File: config.mk
export PLATFORM = sky130hd
export DESIGN_NAME = sliding_window_median_unit
export DESIGN_NICKNAME = d
export VERILOG_FILES = /design/src/design/swm_pkg.sv /design/src/design/swm_ram.sv /design/src/design/sliding_window_median_unit.sv
export SDC_FILE = /design/constraint.sdc
export NUM_CORES = 2
export LEC_CHECK = 0
export CAP_MARGIN = 20
export CORE_MARGIN = 4
export CORE_UTILIZATION = 55
export CTS_BUF_LIST = sky130_fd_sc_hd__clkbuf_16
export DETAILED_ROUTE_END_ITERATION = 6
export DONT_BUFFER_PORTS = 1
export HOLD_SLACK_MARGIN = 0.03
export PLACE_DENSITY = 0.71
export REMOVE_ABC_BUFFERS = 1
export SLEW_MARGIN = 20
export SYNTH_ARGS = -nofsm -noshare
export SYNTH_HDL_FRONTEND = slang
export SYNTH_SLANG_ARGS = --single-unit
File: constraint.sdc
create_clock -name clk -period 6.3 [get_ports clk]
set_input_delay 0.315 -clock clk [delete_from_list [all_inputs] [get_ports clk]]
set_output_delay 0.315 -clock clk [all_outputs]
set_load 0.01 [all_outputs]
File: src/design/swm_pkg.sv
// Shared types and constants for the sliding window median unit.
// No dependencies; used by swm_ram and sliding_window_median_unit.
`default_nettype none
package swm_pkg;
	// per-cycle control of one RAM port pair
	typedef struct packed {
		logic we;
		logic re;
	} ram_ctl_t;

	localparam int unsigned LEN_W     = 7;
	localparam logic [6:0]  LEN_RESET = 7'd64;
endpackage
`default_nettype wire

File: src/design/swm_ram.sv
// Simple dual-port synchronous RAM, one write and one registered read per cycle.
// Depends on swm_pkg for the port control struct.
`default_nettype none
module swm_ram #(
	parameter int unsigned DEPTH = 64,
	parameter int unsigned DW    = 16,
	parameter int unsigned AW    = 6
) (
	input  wire logic              clk,
	input  wire swm_pkg::ram_ctl_t ctl,
	input  wire logic [AW-1:0]     waddr,
	input  wire logic [DW-1:0]     wdata,
	input  wire logic [AW-1:0]     raddr,
	output logic      [DW-1:0]     rdata
);
	logic [DW-1:0] mem [DEPTH];

	always_ff @(posedge clk) begin
		if (ctl.we) begin
			mem[waddr] <= wdata;
		end
	end

	always_ff @(posedge clk) begin
		if (ctl.re) begin
			rdata <= mem[raddr];
		end
	end
endmodule
`default_nettype wire

File: src/design/sliding_window_median_unit.sv
// Sliding window median: top level with sequencer, ring and sorted RAMs.
// Depends on swm_pkg and swm_ram.
//
// channel | dir | handshake                    | contents
// s_axis  | in  | s_axis_tvalid/s_axis_tready  | tdata: sample
// m_axis  | out | m_axis_tvalid/m_axis_tready  | tdata: median,min,max,sum,count; tuser: full
// cfg     | in  | cfg_valid/cfg_ready          | cfg_data: window_length
//
// A word passes these steps from accept to accept, paced by the single read port of
// the sorted RAM: ring read of the evicted sample, a read and a check per entry for
// the removal scan, the insertion shift, the median/min/max reads, and loading the
// result.
// Reset clears count, write slot and sum; both RAMs are left as is.
// A finished result waits in the output register while the next word is taken;
// the sequencer stalls in its last state only while an older result is unread.
// A length write is taken only between words and wins over a waiting sample.
`default_nettype none
module sliding_window_median_unit #(
	parameter int unsigned MAX_WINDOW  = 64,
	parameter int unsigned SAMPLE_BITS = 16,
	localparam int unsigned SB    = SAMPLE_BITS,
	localparam int unsigned AW    = (MAX_WINDOW > 1) ? $clog2(MAX_WINDOW) : 1,
	localparam int unsigned CW    = $clog2(MAX_WINDOW + 1),
	localparam int unsigned SUMW  = SB + AW,
	localparam int unsigned IN_W  = ((SB + 7) / 8) * 8,
	localparam int unsigned RAW_W = 3 * SB + SUMW + CW,
	localparam int unsigned OUT_W = ((RAW_W + 7) / 8) * 8
) (
	input  wire logic                 clk,
	input  wire logic                 arst_n,
	input  wire logic                 s_axis_tvalid,
	output logic                      s_axis_tready,
	input  wire logic [IN_W-1:0]      s_axis_tdata,  // [SB-1:0] sample
	output logic                      m_axis_tvalid,
	input  wire logic                 m_axis_tready,
	// median, minimum, maximum, sum, count from bit 0 up
	output logic [OUT_W-1:0]          m_axis_tdata,
	output logic [0:0]                m_axis_tuser,  // window_full
	input  wire logic                 cfg_valid,
	output logic                      cfg_ready,
	input  wire logic [swm_pkg::LEN_W-1:0] cfg_data
);
	typedef enum logic [3:0] {
		ST_IDLE, ST_OLD, ST_RM_RD, ST_RM_CHK, ST_INS_START,
		ST_INS_RD, ST_INS_CHK, ST_INS_LAST, ST_FIN, ST_OUT
	} state_t;

	state_t                    state_q;
	logic [swm_pkg::LEN_W-1:0] len_q;
	logic [AW-1:0]             wp_q;
	logic [CW-1:0]             cnt_q;
	logic [CW-1:0]             idx_q;
	logic [2:0]                ph_q;
	logic                      found_q;
	logic signed [SUMW-1:0]    sum_q;
	logic [SB-1:0]             v_q, old_q, hi_q, lo_q, min_q, max_q;
	logic                      ovalid_q;
	logic [OUT_W-1:0]          odata_q;
	logic                      ofull_q;

	logic [CW-1:0]     len_eff;
	logic [AW-1:0]     wp_next;
	logic [CW-1:0]     wp_inc;
	logic [SB-1:0]     sample;
	logic              in_acc;
	logic              full_now;
	logic              out_load;

	swm_pkg::ram_ctl_t ring_ctl, sort_ctl;
	logic [AW-1:0]     ring_waddr, sort_waddr, sort_raddr;
	logic [SB-1:0]     ring_wdata, sort_wdata, ring_rdata, sort_rdata;

	logic signed [SB:0] pair_sum, pair_adj;
	logic [SB-1:0]      median;
	logic [CW-1:0]      half;

	assign sample   = s_axis_tdata[SB-1:0];
	assign in_acc   = s_axis_tvalid && s_axis_tready;
	// a pending length write goes first
	assign s_axis_tready = (state_q == ST_IDLE) && !cfg_valid;
	assign cfg_ready     = (state_q == ST_IDLE);
	assign full_now = (cnt_q >= len_eff);
	assign half     = cnt_q >> 1;
	assign out_load = (state_q == ST_OUT) && (!ovalid_q || m_axis_tready);

	always_comb begin
		if (len_q == '0) begin
			len_eff = CW'(1);
		end else if (32'(len_q) > MAX_WINDOW) begin
			len_eff = CW'(MAX_WINDOW);
		end else begin
			len_eff = CW'(len_q);
		end
	end

	// ring slot advance, wrapping at the effective length
	always_comb begin
		wp_inc  = CW'(wp_q) + CW'(1);
		wp_next = (wp_inc >= len_eff) ? '0 : wp_inc[AW-1:0];
	end

	// ring RAM: read the slot being evicted, write the new sample
	always_comb begin
		ring_ctl.re = in_acc && full_now;
		ring_ctl.we = (in_acc && !full_now) || (state_q == ST_OLD);
		ring_waddr  = wp_q;
		ring_wdata  = (state_q == ST_OLD) ? v_q : sample;
	end

	// sorted RAM port control
	always_comb begin
		sort_ctl   = '{we: 1'b0, re: 1'b0};
		sort_raddr = idx_q[AW-1:0];
		sort_waddr = idx_q[AW-1:0];
		sort_wdata = v_q;
		case (state_q)
			ST_RM_RD, ST_INS_RD: begin
				sort_ctl.re = 1'b1;
			end
			ST_RM_CHK: begin
				// shift entries above the removed one down by one
				sort_ctl.we = found_q;
				sort_waddr  = AW'(idx_q - CW'(1));
				sort_wdata  = sort_rdata;
			end
			ST_INS_START: begin
				sort_ctl.we = (cnt_q == '0);
				sort_waddr  = '0;
			end
			ST_INS_CHK: begin
				sort_ctl.we = 1'b1;
				sort_waddr  = AW'(idx_q + CW'(1));
				sort_wdata  = ($signed(sort_rdata) > $signed(v_q)) ? sort_rdata : v_q;
			end
			ST_INS_LAST: begin
				sort_ctl.we = 1'b1;
				sort_waddr  = '0;
			end
			ST_FIN: begin
				sort_ctl.re = (ph_q < 3'd4);
				case (ph_q)
					3'd0: sort_raddr = half[AW-1:0];
					3'd1: sort_raddr = cnt_q[0] ? half[AW-1:0] : AW'(half - CW'(1));
					3'd2: sort_raddr = '0;
					default: sort_raddr = AW'(cnt_q - CW'(1));
				endcase
			end
			default: begin
				sort_ctl = '{we: 1'b0, re: 1'b0};
			end
		endcase
	end

	swm_ram #(.DEPTH(MAX_WINDOW), .DW(SB), .AW(AW)) u_ring (
		.clk, .ctl(ring_ctl), .waddr(ring_waddr), .wdata(ring_wdata),
		.raddr(wp_q), .rdata(ring_rdata)
	);

	swm_ram #(.DEPTH(MAX_WINDOW), .DW(SB), .AW(AW)) u_sort (
		.clk, .ctl(sort_ctl), .waddr(sort_waddr), .wdata(sort_wdata),
		.raddr(sort_raddr), .rdata(sort_rdata)
	);

	// even count: middle pair averaged, rounded toward zero
	always_comb begin
		pair_sum = $signed({lo_q[SB-1], lo_q}) + $signed({hi_q[SB-1], hi_q});
		pair_adj = pair_sum + $signed({{SB{1'b0}}, pair_sum[SB]});
		median   = cnt_q[0] ? hi_q : pair_adj[SB:1];
	end

	always_ff @(posedge clk or negedge arst_n) begin
		if (!arst_n) begin
			state_q  <= ST_IDLE;
			len_q    <= swm_pkg::LEN_RESET;
			wp_q     <= '0;
			cnt_q    <= '0;
			sum_q    <= '0;
			idx_q    <= '0;
			ph_q     <= '0;
			found_q  <= 1'b0;
			ovalid_q <= 1'b0;
			v_q      <= '0;
			old_q    <= '0;
			hi_q     <= '0;
			lo_q     <= '0;
			min_q    <= '0;
			max_q    <= '0;
			odata_q  <= '0;
			ofull_q  <= 1'b0;
		end else begin
			if (out_load) begin
				ovalid_q <= 1'b1;
			end else if (m_axis_tready) begin
				ovalid_q <= 1'b0;
			end
			case (state_q)
				ST_IDLE: begin
					if (cfg_valid && cfg_ready) begin
						len_q <= cfg_data;
						wp_q  <= '0;
						cnt_q <= '0;
						sum_q <= '0;
					end else if (in_acc) begin
						v_q   <= sample;
						sum_q <= sum_q + SUMW'($signed(sample));
						if (full_now) begin
							state_q <= ST_OLD;
						end else begin
							wp_q    <= wp_next;
							state_q <= ST_INS_START;
						end
					end
				end
				ST_OLD: begin
					old_q   <= ring_rdata;
					sum_q   <= sum_q - SUMW'($signed(ring_rdata));
					wp_q    <= wp_next;
					idx_q   <= '0;
					found_q <= 1'b0;
					state_q <= ST_RM_RD;
				end
				ST_RM_RD: begin
					state_q <= ST_RM_CHK;
				end
				ST_RM_CHK: begin
					if (!found_q && sort_rdata == old_q) begin
						found_q <= 1'b1;
					end
					if (idx_q + CW'(1) == cnt_q) begin
						cnt_q   <= cnt_q - CW'(1);
						state_q <= ST_INS_START;
					end else begin
						idx_q   <= idx_q + CW'(1);
						state_q <= ST_RM_RD;
					end
				end
				ST_INS_START: begin
					if (cnt_q == '0) begin
						cnt_q   <= CW'(1);
						ph_q    <= '0;
						state_q <= ST_FIN;
					end else begin
						idx_q   <= cnt_q - CW'(1);
						state_q <= ST_INS_RD;
					end
				end
				ST_INS_RD: begin
					state_q <= ST_INS_CHK;
				end
				ST_INS_CHK: begin
					if ($signed(sort_rdata) > $signed(v_q)) begin
						if (idx_q == '0) begin
							state_q <= ST_INS_LAST;
						end else begin
							idx_q   <= idx_q - CW'(1);
							state_q <= ST_INS_RD;
						end
					end else begin
						cnt_q   <= cnt_q + CW'(1);
						ph_q    <= '0;
						state_q <= ST_FIN;
					end
				end
				ST_INS_LAST: begin
					cnt_q   <= cnt_q + CW'(1);
					ph_q    <= '0;
					state_q <= ST_FIN;
				end
				ST_FIN: begin
					ph_q <= ph_q + 3'd1;
					case (ph_q)
						3'd1: hi_q  <= sort_rdata;
						3'd2: lo_q  <= sort_rdata;
						3'd3: min_q <= sort_rdata;
						3'd4: begin
							max_q   <= sort_rdata;
							state_q <= ST_OUT;
						end
						default: begin
						end
					endcase
				end
				ST_OUT: begin
					if (out_load) begin
						odata_q  <= OUT_W'({cnt_q, sum_q, max_q, min_q, median});
						ofull_q  <= (cnt_q == len_eff);
						state_q  <= ST_IDLE;
					end
				end
				default: begin
					state_q <= ST_IDLE;
				end
			endcase
		end
	end

	assign m_axis_tvalid   = ovalid_q;
	assign m_axis_tdata    = odata_q;
	assign m_axis_tuser[0] = ofull_q;

`ifndef SYNTHESIS
	a_cnt_bound: assert property (@(posedge clk) disable iff (!arst_n)
		32'(cnt_q) <= MAX_WINDOW)
		else $error("held count above window capacity");
	a_cfg_clears: assert property (@(posedge clk) disable iff (!arst_n)
		(cfg_valid && cfg_ready) |=> (cnt_q == '0 && wp_q == '0))
		else $error("length write did not empty the window");
	a_no_collide: assert property (@(posedge clk) disable iff (!arst_n)
		!(sort_ctl.we && sort_ctl.re && sort_waddr == sort_raddr))
		else $error("sorted RAM read and write hit the same entry");
	a_out_count: assert property (@(posedge clk) disable iff (!arst_n)
		(state_q == ST_OUT) |-> (cnt_q != '0 && cnt_q <= len_eff))
		else $error("result count out of range");
`endif
endmodule
`default_nettype wire

== After elaboration in Yosys (flattened, before gate mapping) ==
Memories as Yosys holds them, arrays and structs flattened. A register that Yosys moved wholly into a read port is not among the register bits.
Index checks and enable logic that the tools add are counted.

* Logic and storage cells: 159
* Bits in latches: 0
* Memory bits (writable): 2048
* Bits in registers: 232
* ROM bits: 0
* Memories kept: 2

* Multiply operators: 0
* Mux-type cells: 51
* Shift operators: 0
* Div/mod/pow operators: 0
* $lt $le $gt $ge: 5
* Bitwise gates (word level): 1
* $add $sub $neg: 11
* Eq/ne operators: 31
* Reduce and logical (&&, ||, !) cells: 41

{| class="wikitable"
|+ Memory list
! memory !! depth !! bits a word !! rd ports !! clocked after Yosys merged registers in !! write ports !! line !! RTL
|-
| u_ring.mem || 64 || 16 || 1 || 1 || 1 || swm_ram.sv:16 || <nowiki>logic [DW-1:0] mem [DEPTH];</nowiki>
|-
| u_sort.mem || 64 || 16 || 1 || 1 || 1 || swm_ram.sv:16 ||
|}

{| class="wikitable"
|+ Operators with widths
! operator !! count
|-
| $mux W7 || 10
|-
| $mux W16 || 3
|-
| $mux W22 || 2
|-
| $pmux W22 S2 || 1
|-
| $pmux W4 S10 || 1
|-
| $mux W6 || 6
|-
| $pmux W6 S3 || 2
|-
| $pmux W7 S5 || 1
|-
| $pmux W16 S2 || 1
|-
| $pmux W7 S4 || 1
|-
| $mux W4 || 6
|-
| $add A22 B16 Y22 || 1
|-
| $ne A2 B2 Y1 const B || 11
|-
| $sub A22 B16 Y22 || 1
|-
| $logic_not A7 Y1 || 3
|-
| $add A16 B16 Y17 || 1
|-
| $add A17 B2 Y17 || 1
|-
| $eq A16 B16 Y1 || 1
|-
| $eq A4 B3 Y1 const B || 4
|-
| $gt A16 B16 Y1 || 1
|-
| $reduce_and A2 Y1 || 8
|-
| $add A7 B1 Y7 const B || 2
|-
| $eq A7 B7 Y1 || 2
|-
| $ge A7 B7 Y1 || 2
|-
| 35 further kinds || 68
|}

== Longest topological paths before layout ==
* Depth in word-level cells: 9
* Gate-level depth with buffers: 16

== Cells and area by module ==
A second synthesis with hierarchy kept.

* Cells, all modules: 5182
* Area total of the unflattened synthesis: 95191.3 µm²

{| class="wikitable"
|+ By module, submodules not included
! module !! cells each !! seq. area each (µm²) !! area each (µm²) !! times used
|-
| swm_ram || 1829 || 31230.0 || 40202.3 || 2
|-
| sliding_window_median_unit || 1524 || 5806.8 || 14786.7 || 1
|}

== Worst setup path after synthesis ==
No wires, ideal clock.

* Path kind: reg2reg
* Start: reg u_sort.rdata[15] (read register of u_sort.mem)
* End: mem u_sort.mem[0][14], data pin
* Path buffers: 1
* Required time: 5598 ps
* Setup slack: 895 ps
* Clock period less this slack: 5405 ps
* Stages on the path, launching flop included: 9
* Arrival: 4703 ps
* Path through: edfxtp_1 -> ha_1 -> nand4_1 -> or3_1 -> o221a_2 -> mux2_2 -> o21ai_0 -> clkbuf_1 -> o21ai_0

* Longest elaborated chain between the ends: 3

{| class="wikitable"
|+ Ends and longest elaborated chain
! element !! line !! RTL
|-
| start: declaration || swm_ram.sv:14 || <nowiki>output logic [DW-1:0] rdata</nowiki>
|-
| $gt A16 B16 Y1 || sliding_window_median_unit.sv:133 || <nowiki>sort_wdata = ($signed(sort_rdata) > $signed(v_q)) ? sort_rdata : v_q;</nowiki>
|-
| $mux W16 || sliding_window_median_unit.sv:133 ||
|-
| $pmux W16 S2 || sliding_window_median_unit.sv:116 || <nowiki>case (state_q)</nowiki>
|-
| net sort_wdata[14] || sliding_window_median_unit.sv:71 || <nowiki>logic [SB-1:0] ring_wdata, sort_wdata, ring_rdata, sort_rdata;</nowiki>
|-
| end: declaration || swm_ram.sv:16 ||
|}

The timed path passes the listed nets, and every way through them passes these cells.

== Final worst setup path ==
* Start: reg cnt_q[2]
* End: reg u_sort.rdata[1] (read register of u_sort.mem), data pin

* Longest elaborated chain between the ends: 4
* Elaborated cells on any way between the ends: 5

{| class="wikitable"
|+ Ends and longest elaborated chain
! element !! line !! RTL
|-
| start: declaration || sliding_window_median_unit.sv:51 || <nowiki>logic [CW-1:0] cnt_q;</nowiki>
|-
| start signal: assignment || sliding_window_median_unit.sv:230 || <nowiki>cnt_q <= cnt_q - CW'(1);</nowiki>
|-
| start signal: assignment || sliding_window_median_unit.sv:259 || <nowiki>cnt_q <= cnt_q + CW'(1);</nowiki>
|-
| start signal: assignment || sliding_window_median_unit.sv:265 || <nowiki>cnt_q <= cnt_q + CW'(1);</nowiki>
|-
| $sub A6 B1 Y6 || sliding_window_median_unit.sv:143 || <nowiki>3'd1: sort_raddr = cnt_q[0] ? half[AW-1:0] : AW'(half - CW'(1));</nowiki>
|-
| $mux W6 || sliding_window_median_unit.sv:143 ||
|-
| $pmux W6 S3 (*) || sliding_window_median_unit.sv:141 || <nowiki>case (ph_q)</nowiki>
|-
| $mux W6 (*) || sliding_window_median_unit.sv:116 ||
|}

Every way passes the cells marked *; elsewhere a longest branch is shown, timed or not.
A chain may end at the register's enable or synchronous reset.

==> impl_metrics.yaml <==
status:
  status: "complete, no violations"
setup_path:
  worstPathArrival_ns: 5.61
  worst_ep_required_time_ns: 6.86
  critPathMaxFanout: 30
  r2r_start: "cnt_q[2]"
  r2r_end: "u_sort.rdata[1]"
  worstSetupStartpointType: "flop"
  worstSetupEndpointType: "flop"
  reg2reg_slack_ns: 1.25
  reg2reg_depth: 12
  crit_type: "reg -> reg"
pwr:
  seqPwrFrac_pct: 39.9
  p_int_uw: 32210
  powerDensity_nw_per_um2: 494.6
  power_leakage_uw: 0.03649
  power_uw: 52020
  switching_share_pct: 38.07
  clkPwrFrac_pct: 25.5
  switchingPower_uw: 19800
  share_comb_of_total_power_pct: 34.6
  ir_drop_mv: 0.3522
clock_network:
  cts_buffer_depth: 3
  clkLatencyLatePin_ns: 0.88
  post_cts_resized: 0
  hold_buffers: 36
  cts_sinks: 2312
  cts_tree: "yes"
  post-cts-setup-buffers: 0
  root_buffer: "clkbuf_16"
  cts_max_level: 4
  cts_inserted_buffers: 220
  clk_pin_slew_ns: 0.07
routing:
  dr.pass1.iters: 6
  drc: 0
  wl_per_cell_um: 28.77
  drtAntennaViolNets: 0
  wirelength_um: 261500
  detail_route.iter0.violations: 8504
  vias: 59998
  viasPerCell: 6.600
global_routing:
  first_global_vias: 57112
  grt_pass1_wl_um: 383000
  grt-busiest-layer: "met2"
  gr-usage-met1_pct: 39.34
  gr-usage-met2_pct: 46.13
  antenna_found_initial: 14
  track_usage_pct: 29.32
  grt_max_degree: 233
  overflow: 0
  met3_usage_pct: 5.726
place:
  globalplace.congestion: 0.9142
  placed_area_um2: 97380
  hpwlAfterDp_um: 155700
  pre_cts_slack_ns: 1.360
  io_buffers: 0
synth:
  synth.area.top_cells: "edfxtp_1 67%, dfrtp_1 6.2%, nand2_1 4.5%, a22oi_1 2.8%, nand3_1 1.9%"
  ys_seq_elements: 2312
  ys_seq_area_share_pct: 73.13
  syn_area_um2: 93350
  avgSynthCellArea_um2: 14.19
  yosys_warnings: 0
  synth_cells: 6580
  synth_flop_cell: "edfxtp_1"
  yosys.cell_types.count: 92
  yosys.area.top_type: "edfxtp_1"
  async_flop_share_pct: 10.03
  synth_edf_count: 2080
  netlist.area_leader.share_pct: 66.91
sta:
  slew_violations: 0
  finalCritPeriodShare_pct: 80.13
  rsz0062_at_grt: "no"
  worst_slack_ns: 1.252
  fin_skew_ns: 0.07521
  max-slew-margin-rel_pct: 20.01
  period_minus_slack_ns: 5.048
  max_freq_mhz: 198.1
  tns_ns: 0
  tightest_slew_ns: 1.189
  finalHoldViolCount: 0
  finalSetupViolCount: 0
die:
  die_w_um: 420.0
  ioPinCount: 112
  dieArea_um2: 176400
  rows: 150
  coreArea_um2: 168000
  die_h_um: 420.0
  start_util_pct: 55.58
cells_and_area:
  area_delta_synth_final_pct: 12.67
  drive_gt1_share_pct: 12.50
  fin_nets: 6821
  fillers: 11938
  final_area_um2: 105200
  post-route-util_pct: 62.62
job:
  drv_cap: 0
min_path:
  hold_class: "in -> async"
[registers in the layout, indices dropped and copies added, names as in the netlist, 3 cells and up]
register	cells
idx_q	7
min_q	16
u_ring.rdata	16
cnt_q	7
ring_waddr	6
m_axis_tdata	77
u_sort.rdata	16
max_q	16
u_ring.mem	1024
len_q	7
u_sort.mem	1024
lo_q	16
v_q	16
sum_q	22
old_q	16
hi_q	16
ph_q	3
state_q	4
[cells by family after synthesis]
| group | count (synthesis) | share of synthesized area, % |
|---|---|---|
| mux | 200 | 2.315 |
| compound gates | 1361 | 10.43 |
| simple gates | 2032 | 9.704 |
| flops | 2312 | 73.13 |
| buf+inv | 476 | 2.108 |
| fa+ha+maj | 106 | 1.445 |
| other cells | 1 | 0.004017 |
| xor+xnor | 92 | 0.8631 |
[cell type report]
| type | count | area [um2] | area share [%] |
|---|---|---|---|
| clock buffers | 222 | 5555 | 5.282 |
| flip-flops and latches | 2312 | 68270 | 64.90 |
| clock inverters | 191 | 1764 | 1.677 |
| repair buffers | 291 | 2547 | 2.422 |
| diodes | 9 | 22.52 | 0.02141 |
| well taps | 2204 | 2758 | 2.622 |
| multi-input cells | 3794 | 24010 | 22.83 |
| inverters | 68 | 255.2 | 0.2427 |
[metal layers]
layer | wire length [um] | vias to the layer above
li1 | - | 25648
met1 | 97040 | 29918
met2 | 122800 | 3761
met3 | 27140 | 663
met4 | 14540 | 8
met5 | 57 | -
[cell usage after synthesis, types with 12 or more instances]
library cell     n
a211oi_1        15
a21o_1          42
a21oi_1        137
a221oi_1       104
a22o_1         101
a22oi_1        346
a311oi_1        20
a31oi_1        202
a32oi_1         87
and2_1          13
and3_1         100
and4_1          14
buf_1           56
buf_2          112
clkbuf_1       230
dfrtp_1        231
edfxtp_1      2080
ha_1           103
inv_1           67
mux2_2         127
mux2i_1         73
nand2_1       1122
nand2b_1        17
nand3_1        351
nand4_1         51
nor2_1         161
nor2b_1         13
nor3_1         101
nor4_1          25
o2111ai_1       16
o21a_1          13
o21ai_0        157
o22ai_1         12
o31ai_1         12
or3_1           16
xnor2_1         66
xor2_1          26
[worst max-delay path, cell delays in order (launching register included)]
cell	delay (ns)
dfrtp_1	0.66
inv_1	0.21
ha_1	0.24
nor2b_1	0.17
o211a_1	0.23
o32ai_1	0.59
a21oi_2	0.40
nor2_4	0.92
buf_4	0.36
a32oi_1	0.08
a31oi_1	0.22
o21ai_0	0.30
and4_1	0.34
[worst max-delay path by stage]
| stage | from | endpoint | slack [ns] |
|---|---|---|---|
| 3_3_place_gp | cnt_q[2] | u_sort.rdata[1] | 1.40 |
| 4_1_cts | cnt_q[2] | u_sort.rdata[1] | 1.30 |
| 5_1_grt | ph_q[1] | u_sort.rdata[8] | 1.11 |
| 6_report | cnt_q[2] | u_sort.rdata[1] | 1.25 |
| 3_5_place_dp | cnt_q[2] | u_sort.rdata[1] | 1.36 |
| 2_1_floorplan | cnt_q[0] | u_sort.rdata[7] | -9.30 |
[placed cells by master (no fill, tap or decap), drive strengths merged, types with 36 or more instances in the layout]
| master | Yosys | layout |
|---|---|---|
| edfxtp | 2080 | 2080 |
| nand2 | 1122 | 1122 |
| nand3 | 351 | 351 |
| a22oi | 346 | 346 |
| buf | 178 | 255 |
| dfrtp | 231 | 231 |
| clkbuf | 230 | 222 |
| a31oi | 203 | 203 |
| nor2 | 165 | 165 |
| o21ai | 164 | 164 |
| a21oi | 138 | 138 |
| mux2 | 127 | 127 |
| inv | 67 | 120 |
| clkinv | 1 | 106 |
| a221oi | 105 | 105 |
| ha | 103 | 103 |
| nor3 | 102 | 102 |
| a22o | 101 | 101 |
| and3 | 100 | 100 |
| a32oi | 87 | 87 |
| mux2i | 73 | 73 |
| xnor2 | 66 | 66 |
| nand4 | 51 | 51 |
| a21o | 42 | 42 |
| dlygate4sd3 | 0 | 36 |
[stage by stage]
| step | hold WS, ns | cells |
|---|---|---|
| 6_report | 0.04322 | 9091 |
| 5_1_grt | 0.07125 | 9087 |
| 4_1_cts | 0.03633 | 9079 |
| 3_5_place_dp | 0.02460 | 8630 |
| 2_1_floorplan | 0.01941 | 6174 |
| 3_3_place_gp | 0.02437 | 8627 |
[power by group through the flow]
stage	Combinational (uW)	Sequential, uW	Clock, uW
finish	18000	20800	13300
global route	19100	20800	14100
CTS	17700	20700	13400
detailed placement	17500	21000	0
global placement	17100	21000	0
floorplan	11200	20800	0
No activity file was read; power rests on OpenSTA's default activity.
